### src/rtl/core/psd_pkg.sv
// ----------------------------------------------------------------------------
// psd_pkg
// Shared widths and fraction bit counts for the point-to-segment distance pipeline.
// ----------------------------------------------------------------------------
package psd_pkg;

  localparam int COORD_W         = 16;
  localparam int DIFF_W          = COORD_W + 1;
  localparam int SQ_W            = 2 * DIFF_W + 1;
  localparam int DIST_W          = 17;
  localparam int COORD_FRAC_BITS = 4;
  localparam int T_FRAC_BITS     = 16;

endpackage

### src/rtl/core/psd_div_cell.sv
// ----------------------------------------------------------------------------
// psd_div_cell
// One restoring division step: produce one quotient bit, pass the rest on.
// ----------------------------------------------------------------------------
module psd_div_cell
  import psd_pkg::*;
#(
  parameter int TW = T_FRAC_BITS
) (
  input  logic              clk,
  input  logic              en,
  input  logic [SQ_W-1:0]   rem_in,
  input  logic [SQ_W-1:0]   den_in,
  input  logic [TW:0]       q_in,
  output logic [SQ_W-1:0]   rem_out,
  output logic [SQ_W-1:0]   den_out,
  output logic [TW:0]       q_out
);

  logic [SQ_W:0] shifted;
  logic          take;

  assign shifted = {rem_in, 1'b0};
  assign take    = shifted >= {1'b0, den_in};

  always_ff @(posedge clk) begin
    if (en) begin
      rem_out <= take ? SQ_W'(shifted - {1'b0, den_in}) : shifted[SQ_W-1:0];
      den_out <= den_in;
      q_out   <= {q_in[TW-1:0], take};
    end
  end

endmodule

### config.mk
export PLATFORM = sky130hd
export DESIGN_NAME = psd_div_cell
export DESIGN_NICKNAME = d
export VERILOG_FILES = /design/src/rtl/core/psd_pkg.sv /design/src/rtl/core/psd_div_cell.sv
export SDC_FILE = /design/constraint.sdc
export NUM_CORES = 1
export LEC_CHECK = 0
export ABC_AREA = 0
export BUFFER_PORTS_ARGS = -buffer_cell sky130_fd_sc_hd__buf_2
export CORE_MARGIN = 1.5
export CORE_UTILIZATION = 51
export DETAILED_ROUTE_END_ITERATION = 12
export PLACE_DENSITY = 0.81
export SYNTH_ARGS = -nofsm -noshare
export SYNTH_HDL_FRONTEND = slang
export SYNTH_SLANG_ARGS = --single-unit
### constraint.sdc
create_clock -name clk -period 3.82 [get_ports clk]
set_clock_uncertainty 0.2 [all_clocks]
set_input_delay 0.764 -clock clk [delete_from_list [all_inputs] [get_ports clk]]
set_output_delay 0.764 -clock clk [all_outputs]
set_load 0.05 [all_outputs]
==> flow_summary.json <==
{
  "m1WireLength_microns": 4920,
  "postPlaceCellArea_sq_mm": 0.00614,
  "syn_avg_cell_area_sq_um": 10.7,
  "drt-initial-drc-count": 204,
  "drt_wl_total_microns": 11400,
  "clock_tree.root_cell": "clkbuf_8",
  "share_comb_of_total_power_pct": 36.6,
  "pin_count": 176,
  "fin_crit_sh_pct": 92.0,
  "netlist_instances": 470,
  "path_clk_slew_ns": 0.09,
  "overflow": 0,
  "synth-async-reset-ratio_pct": 0,
  "cts_max_level": 3,
  "topRoutingLayerUsed": "met4",
  "initial_core_util_pct": 51.9,
  "grt_first_pass_wirelength_microns": 17800,
  "finalNetCount": 779,
  "outcome": "completed",
  "synth_edf_count": 87,
  "cts_sinks": 87,
  "drtAntennaViolNets": 0,
  "finalHoldViolations": 0,
  "power_switching_mw": 1.13,
  "drive_gt1_share_pct": 33.2,
  "grt_use_total_pct": 21.7,
  "port_buffers": 174,
  "yosys.area.top_type": "edfxtp_1",
  "synth-seq-cells": 87,
  "die_y_microns": 102,
  "powerDensity_mw_per_mm2": 463,
  "crit_type": "input pin to flip-flop",
  "hpwl_microns": 8780,
  "yosysWarnings": 0,
  "postCtsSetupBuffers": 0,
  "rsz0062_at_grt": "false",
  "worstPathMaxFanout": 11,
  "setup_viol": 0,
  "drc_errors": 0,
  "p_leak_nw": 2.88,
  "first_pass_iters": 4,
  "grt_max_degree": 88,
  "num_vias": 4165,
  "yosysMostFrequentCell": "edfxtp_1",
  "hold_path_class": "input pin to flip-flop",
  "fp-row-count": 36,
  "cts_made_buffers": 9,
  "synth-main-ff-cell": "edfxtp_1",
  "worst_pin_slew_ns": 1.09,
  "wl_met3_microns": 572,
  "synth_cell_types": 51,
  "start_kind": "input pin",
  "fmax_ghz": 0.284,
  "max_cap_violations": 0,
  "setup_tns_ns": 0,
  "end_kind": "flip-flop",
  "vdd.ir_drop.worst_v": 0.000218,
  "required_ns": 3.71,
  "die_area_sq_mm": 0.0105,
  "antenna_found_initial": 0,
  "final_util_pct": 65.5,
  "arrival_ns": 3.41,
  "crit_start": "den_in[0]",
  "tritoncts": "yes",
  "syn_to_final_growth_pct": 26.2,
  "slew_violations": 0,
  "via_per_inst": 5.26,
  "hp-start": "q_in[5]",
  "die_w_microns": 102,
  "finalCriticalPeriod_ns": 3.52,
  "maxSlewHeadroom_pct": 27.0,
  "grt_pass1_vias": 3961,
  "netlist.area_leader.share_pct": 52.0,
  "placeableCoreArea_sq_mm": 0.00968,
  "met2_length_microns": 5740,
  "synth.area.top_cells": "edfxtp_1 (52%), ha_1 (8.7%), nand2_1 (4.3%), inv_1 (3.5%), a21oi_1 (3.3%)",
  "switching_share_pct": 38.3,
  "final_cell_area_sq_mm": 0.00635,
  "gp_congestion": 0.906,
  "synth_nets": 595,
  "synth.cell_area_sq_mm": 0.00503,
  "antenna_cells": 0,
  "yosysSeqAreaShare_pct": 52.0,
  "clkPwrFrac_pct": 22.0,
  "seqPwrFrac_pct": 41.4,
  "wl_per_cell_microns": 14.4,
  "p_int_mw": 1.81,
  "clockBufferDepth": 2,
  "synthTopCellsByCount": "edfxtp_1 (87), nand2_1 (57), inv_1 (47)"
}
cell usage in the layout (no fill, tap or decap), types with 3 or more instances in the layout:
cell	n
buf_2	173
edfxtp_1	87
nand2_1	57
inv_1	47
ha_1	35
a21oi_1	33
o21ai_1	33
buf_4	18
nor2_1	17
a21o_1	16
xnor2_1	16
o21ai_0	14
xor2_1	14
nand4_1	12
clkbuf_8	9
a211oi_1	6
nand3_1	6
o21a_1	4
a31oi_1	4
o211ai_1	3
nor4_1	3
and4_1	3
final cells by class:
| cell class | instances | area, sq um |
|---|---|---|
| Inverter | 47 | 176 |
| Fill cell | 774 | 3340 |
| Tap cell | 133 | 166 |
| Clock buffer | 9 | 124 |
| Multi-Input combinational cell | 317 | 2170 |
| Sequential cell | 87 | 2610 |
| Clock inverter | 7 | 72.6 |
| Timing Repair Buffer | 192 | 1020 |
through the flow:
| stage | hold slack (ns) | cells | worst slack (ns) | total power, mW |
|---|---|---|---|---|
| after floorplan | 0.663 | 470 | 0.363 | 2.02 |
| after global placement | 0.740 | 776 | 0.00464 | 2.29 |
| after detailed placement | 0.742 | 776 | -0.142 | 2.31 |
| after CTS | 0.362 | 792 | 0.225 | 2.96 |
| after global routing | 0.350 | 792 | 0.134 | 3.09 |
| final | 0.375 | 792 | 0.304 | 2.94 |
state kept, by name, summed over array words and instances (netlist names):
register  count
den_out      35
q_out        17
rem_out      35
critical path, stage by stage:
cell and delay [ns]:
buf_2 0.10, inv_1 0.07, fa_1 0.45, a211oi_1 0.29
o21a_1 0.28, a2111oi_2 0.12, nor3_2 0.29, o21ai_2 0.14
o21ai_4 0.28, buf_4 0.23, nor3b_1 0.06, mux2i_1 0.18
o311ai_1 0.14
cell families (layout without fill, tap and decap cells):
family	Yosys count	count (layout)	synth area share, %
compound gates	138	138	17.8
simple gates	110	110	10.2
flops	87	87	52.0
buf+inv	66	255	5.08
fa+ha+maj	36	36	9.11
xor+xnor	30	30	5.23
mux	3	3	0.647
path summary, 6_finish.rpt:
path,endpoint,depth (start not counted)
worst max-delay path,rem_out[31],13
worst min-delay path,q_out[6],1
layer usage:
layer  vias to the layer above  track usage, %
li1                       2082               -
met3                        18            3.97
met1                      1914            26.9
met5                         -               0
met2                       151            37.6
met4                         0            8.64
power by group through the flow:
stage	combinational (mW)	sequential, mW	clock [mW]
floorplan	0.387	1.64	0
global placement	1.05	1.24	0
detailed placement	1.08	1.24	0
CTS	1.08	1.22	0.662
global route	1.16	1.23	0.700
finish	1.08	1.22	0.647
repair_timing:
action,4_1_cts,5_1_grt
resized for setup,0,1
hold buffers,0,0
endpoints found under the setup margin,0,1
(Power assumes the default switching activity.)
