[config.mk]
export PLATFORM = sky130hd
export DESIGN_NAME = psd_sqrt_cell
export DESIGN_NICKNAME = d
export VERILOG_FILES = /design/src/rtl/core/psd_pkg.sv /design/src/rtl/core/psd_sqrt_cell.sv
export SDC_FILE = /design/constraint.sdc
export NUM_CORES = 1
export LEC_CHECK = 0
export ABC_AREA = 1
export BUFFER_PORTS_ARGS = -buffer_cell sky130_fd_sc_hd__buf_2
export CAP_MARGIN = 10
export CORE_ASPECT_RATIO = 1.1
export CORE_MARGIN = 5
export CORE_UTILIZATION = 30
export DETAILED_ROUTE_END_ITERATION = 8
export HOLD_SLACK_MARGIN = 0.03
export SYNTH_ARGS = -nofsm -noshare
export SYNTH_HDL_FRONTEND = slang
export SYNTH_SLANG_ARGS = --single-unit
[constraint.sdc]
create_clock -name clk -period 4.8 [get_ports clk]
set_input_delay 0.96 -clock clk [delete_from_list [all_inputs] [get_ports clk]]
set_output_delay 0.96 -clock clk [all_outputs]
set_load 0.02 [all_outputs]
[src/rtl/core/psd_pkg.sv]
// ----------------------------------------------------------------------------
// psd_pkg
// Shared widths and fraction bit counts for the point-to-segment distance pipeline.
// ----------------------------------------------------------------------------
package psd_pkg;

  localparam int COORD_W         = 16;
  localparam int DIFF_W          = COORD_W + 1;
  localparam int SQ_W            = 2 * DIFF_W + 1;
  localparam int DIST_W          = 17;
  localparam int COORD_FRAC_BITS = 4;
  localparam int T_FRAC_BITS     = 16;

endpackage

[src/rtl/core/psd_sqrt_cell.sv]
// ----------------------------------------------------------------------------
// psd_sqrt_cell
// One digit-by-digit square root step on a radix-4 pair.
// ----------------------------------------------------------------------------
module psd_sqrt_cell
  import psd_pkg::*;
#(
  parameter int VW = 2 * DIST_W + 2,
  parameter int RW = DIST_W + 1
) (
  input  logic          clk,
  input  logic          en,
  input  logic [VW-1:0] v_in,
  input  logic [RW-1:0] r_in,
  input  logic [RW+1:0] rem_in,
  output logic [VW-1:0] v_out,
  output logic [RW-1:0] r_out,
  output logic [RW+1:0] rem_out
);

  logic [RW+1:0] cur;
  logic [RW+1:0] trial;

  assign cur   = {rem_in[RW-1:0], v_in[VW-1 -: 2]};
  assign trial = {r_in, 2'b01};

  always_ff @(posedge clk) begin
    if (en) begin
      v_out <= {v_in[VW-3:0], 2'b00};
      if (cur >= trial) begin
        rem_out <= cur - trial;
        r_out   <= {r_in[RW-2:0], 1'b1};
      end else begin
        rem_out <= cur;
        r_out   <= {r_in[RW-2:0], 1'b0};
      end
    end
  end

endmodule

==> results.toml, run 1 <==
[power]
cellLeakagePower_uw = 0.00249
p_per_area_mw_per_mm2 = 357
peakVddDrop_uv = 133

[setup_path]
end_kind = "flip-flop"
cp-start-kind = "input pin"
crit_required_ns = 4.88
cpMostUsedCell = "nand2_1"
max_stage_delay_ns = 0.36
critPathSlowestCell = "ha_1"
crit_path_max_fanout = 23
path_cells = "buf_2 > inv_1 > ha_1 > nand2_1 > inv_2 > nand2_2 > nor2_1 > nand2_1 > nand3_2 > nand2_2 > nand2_4 > inv_4 > nand2_1 > nand2_1"
worstPathArrival_ns = 2.63
crit_type = "in2reg"

[logic_synthesis]
yosysTopAreaCell = "edfxtp_1"
synth_area_mm2 = 0.00379
synthSimpleGateAreaFrac_pct = 22.7
synth_top_area_share_pct = 57.0
ys_types = 29
synthAdderAreaFrac_pct = 6.59
ys_ff_latch = 72
synthTopCellsByArea = "edfxtp_1 (57%), nand2_1 (13%), ha_1 (6.6%)"
synth.avg_cell_area_um2 = 9.46
synth-compound-area-share_pct = 3.20
synth_mux_area_share_pct = 0
syn_inst = 401
synth_top_family_by_area = "simple AND/OR/NAND/NOR gates"
synth_seq_area_share_pct = 57.0
synth-xor-area-share_pct = 2.54
ys_warn_count = 0

[route]
drt_wl_total_um = 9590
wl_per_cell_um = 13.4
dr.pass1.iters = 4
drt_iter0_markers = 180
drt-met1-wl_um = 4030
via_per_inst = 4.26
post-route-drc-count = 0
met3_length_um = 809
dr_wl_met2_um = 4640
via_count = 3044
postRouteAntennaNets = 0
top_layer = "met4"

[floorplanning]
core_area_mm2 = 0.0125
die_x_um = 117
fp.dieH_um = 128
dieArea_mm2 = 0.0150
rows = 43
initial_core_util_pct = 30.4
ioPinCount = 150

[placed_design]
portBuffers = 145
post_dp_cell_area_mm2 = 0.00467
hpwl_um = 7630
place_congestion = 0.771

[final_layout]
final_cell_mix = "buf_2 (144), nand2_1 (136), edfxtp_1 (72)"
fillers = 1285
finalInstanceArea_mm2 = 0.00493
nNetsFinal = 649
final_common_cell = "buf_2"
drive_gt1_share_pct = 31.8
diodes = 0
synthToLayoutAreaGrowth_pct = 30.0

[run]
cap_violations = 0

[sta]
finalMaxSlewViolations = 0
max_clock_freq_mhz = 392
finalHoldViolCount = 0
worstMarginPinSlew_ns = 0.905
fin_setup_tns_ns = 0
relSlewSlack_pct = 39.7
period_needed_ns = 2.55
finalCritPeriodShare_pct = 53.1
grt_setup_unrepaired = "no"
finalSetupViolations = 0

[clock_tree]
cts_tree = "yes"
hold_buffers = 0
clk_pin_slew_ns = 0.05
post-cts-setup-buffers = 0
cts_resized = 0
clock-sinks = 72
clock_path_buffers = 2
numCtsBuffers = 9
cts_root_buffer = "clkbuf_16"
cts_htree_levels = 3

[global_routing]
gr-usage-all-layers_pct = 12.9
antenna_found_initial = 0
grt_max_degree = 73
grt_pass1_wl_um = 15100
grt_overflow_total = 0
grt_pass1_vias = 3176

[status]
outcome = "completed"

[min_path]
hold_class = "in2reg"
routing by layer:
| layer | GRT usage, % | vias up |
|---|---|---|
| li1 | - | 1593 |
| met1 | 15.6 | 1344 |
| met2 | 22.5 | 99 |
| met3 | 3.49 | 8 |
| met4 | 3.64 | 0 |
| met5 | 0 | - |
logic make-up (layout without fill, tap and decap cells):
logic type	Yosys count	in the layout
AO/OA/AOI/OAI	22	22
XOR/XNOR	11	11
adder cells (fa/ha/maj)	20	20
buffers and inverters	70	225
flip-flops	72	72
other	1	2
AND/OR/NAND/NOR	205	205
where the power goes:
part / leakage, uW / switching, uW / internal (uW) / total (uW)
logic: 0.00165 / 260 / 131 / 391
registers: 0.000704 / 12.7 / 767 / 779
clock network: 0.000135 / 247 / 344 / 591
total: 0.00249 / 520 / 1240 / 1760
flip-flops by register name (all words and copies together) (netlist names):
| name | cells |
|---|---|
| rem_out | 20 |
| v_out | 34 |
| r_out | 18 |
synthesized netlist by cell type:
library cell  number
buf_4              2
ha_1              20
edfxtp_1          72
nand2_2            8
and3_1             1
nand2_1          136
o21ai_0            3
inv_2              3
a21oi_1           14
o21ai_1            1
buf_8              1
nand2_4            1
nand3_1           28
nand4_1            1
buf_6              2
a21oi_2            1
o21bai_1           2
and2_1             2
nand3_2            1
nor3_1             4
conb_1             1
inv_4              1
xnor2_1            3
nor2_1            20
o21a_1             1
xor2_1             8
inv_1             61
nor2_2             2
nand3b_1           1
layout make-up:
cell class	count	area, um2	area share, %
clock buffers	9	225	4.57
clock inverters	6	37.5	0.761
inverters	65	246	5.00
multi-input cells	260	1340	27.1
flip-flops and latches	72	2160	43.8
well taps	157	196	3.98
repair buffers	145	728	14.8
worst max-delay path, delay by kind of cell:
kind / cells / cell delay [ns]
buf+inv: 4 / 0.38
simple gates: 9 / 0.92
fa+ha+maj: 1 / 0.36
stage by stage:
step / hold slack, ns / std cells / power [uW] / setup WS, ns / util [%]
final: 0.805 / 714 / 1760 / 2.25 / 39.5
after global routing: 0.787 / 714 / 1870 / 2.02 / 39.5
after CTS: 0.788 / 714 / 1800 / 2.19 / 39.5
after detailed placement: 1.14 / 699 / 1190 / 1.84 / 37.4
after global placement: 1.14 / 699 / 1190 / 1.84 / 37.4
after floorplan: 1.06 / 402 / 1050 / 2.37 / -
path summary, 6_finish.rpt:
| path | cells past startpoint | slack [ns] | start | endpoint |
|---|---|---|---|---|
| worst max-delay path | 14 | 2.25 | r_in[9] | rem_out[12] |
| worst min-delay path | 1 | 0.81 | v_in[16] | v_out[18] |
Power figures use the tool's default switching activity.
==> run 2: changes to the inputs <==
clock period = 2.3 ns   (was 4.8 ns; I/O delays follow)
==> run 2 against run 1 <==
Net effect: global-route usage is 0.65 points higher; hold slack worse by 0.50 ns; clock power grew to 2.6 times the previous value; non-clock buffer count is 28 higher; utilization is 2.3 points higher; count of clock-buffer cells in the layout rose by 1; flip-flop and latch count is the same; routed wire length increased by 5.1%; highest routed layer unchanged.
==> results.toml, run 2 (synthesis gave the netlist of run 1 again) <==
[floorplanning]
initial_core_util_pct = 30.4
ioPinCount = 150
die_x_um = 117
dieArea_mm2 = 0.0150
fp.dieH_um = 128
rows = 43
core_area_mm2 = 0.0125

[placed_design]
hpwl_um = 8060
place_congestion = 0.753
portBuffers = 145

[setup_path]
crit_path_max_fanout = 6
max_stage_delay_ns = 0.34
path_cells = "buf_2 > inv_1 > ha_1 > nand2_1 > nand2_1 > a21oi_1 > nand3_2 > nand2_2 > nand2_4 > buf_4 > nand2_1 > nand2_1"
end_kind = "flip-flop"
cp-start-kind = "input pin"
critPathSlowestCell = "ha_1"
cpMostUsedCell = "nand2_1"
crit_required_ns = 2.38
crit_type = "in2reg"
worstPathArrival_ns = 1.98

[run]
cap_violations = 0

[power]
p_clk_share_pct = 37.4
peakVddDrop_uv = 316
seqPwrFrac_pct = 40.3
cellLeakagePower_uw = 0.00265
p_per_area_mw_per_mm2 = 772
p_sw_share_pct = 28.3
power_frac_comb_pct = 22.3
switching_power_uw = 1140
internal-power_uw = 2890

[status]
outcome = "completed"

[route]
via_count = 3201
wl_per_cell_um = 13.6
dr.pass1.iters = 4
post-route-drc-count = 0
via_per_inst = 4.31
drt_wl_total_um = 10100
drt_iter0_markers = 183
postRouteAntennaNets = 0

[clock_tree]
clock-sinks = 72
hold_buffers = 0
cts_root_buffer = "clkbuf_16"
cts_resized = 0
clk_pin_slew_ns = 0.06
numCtsBuffers = 9
clock_path_buffers = 2
cts_htree_levels = 3
cts_tree = "yes"
post-cts-setup-buffers = 0

[sta]
finalHoldViolCount = 0
finalCritPeriodShare_pct = 82.6
fin_setup_tns_ns = 0
period_needed_ns = 1.90
finalSetupViolations = 0
finalMaxSlewViolations = 0
grt_setup_unrepaired = "no"
hold_slack_ns = 0.302
max_clock_freq_mhz = 527

[global_routing]
grt_pass1_vias = 3282
grt_pass1_wl_um = 15800
grt_overflow_total = 0
antenna_found_initial = 0
grt_max_degree = 47
gr-usage-all-layers_pct = 13.6

[final_layout]
drive_gt1_share_pct = 35.0
largestRegisters = "v_out (34), rem_out (20), r_out (18)"
diodes = 0
final_cell_mix = "buf_2 (144), nand2_1 (136), edfxtp_1 (72)"
fillers = 1265
final_common_cell = "buf_2"
regMostFlops = "v_out"
utilization_pct = 41.9
synthToLayoutAreaGrowth_pct = 37.7
nNetsFinal = 677
largest_reg_flops = 34

[min_path]
hold_class = "in2reg"
[run 2: layout make-up]
type,instances,area [um2],area share [%]
clock buffer,10,229,4.38
clock inverter,6,90.1,1.72
inverter,65,246,4.72
multi-input combinational,260,1340,25.6
sequential,72,2160,41.4
tap,157,196,3.76
timing repair buffer,173,963,18.4
[run 2: through the flow]
step                total power [uW]  instances  worst slack, ns  area [um2]
finish                          4030        743            0.401        5230
global route                    4260        743            0.270        5230
floorplan                       2190        402            0.369        3800
CTS                             4100        743            0.396        5230
global placement                2560        727           0.0493        4910
detailed placement              2570        727           0.0456        4910
[run 2: path summary, 6_finish.rpt]
path                      from         end  slack [ns]  depth (start not counted)
worst max-delay path   r_in[9]  rem_out[2]        0.40                         12
worst min-delay path  v_in[25]   v_out[27]        0.30                          1
[run 2: critical path: cells and delay by family]
kind / cells / cell delay [ns]
buf+inv: 3 / 0.30
fa+ha+maj: 1 / 0.34
compound gates: 1 / 0.26
simple gates: 7 / 0.61
[run 2: per-layer routing]
layer / vias to the layer above / routed length (um) / GRT usage (%)
met3: 11 / 836 / 2.97
li1: 1653 / - / -
met4: 0 / 105 / 4.05
met2: 103 / 4920 / 23.4
met1: 1434 / 4220 / 16.9
met5: - / 0 / 0
[run 2: power groups by stage]
stage	clock (uW)	sequential (uW)	combinational (uW)
after floorplan	0	1830	366
after global routing	1610	1640	1010
after global placement	0	1650	909
after CTS	1550	1630	921
after detailed placement	0	1650	915
final	1510	1630	901
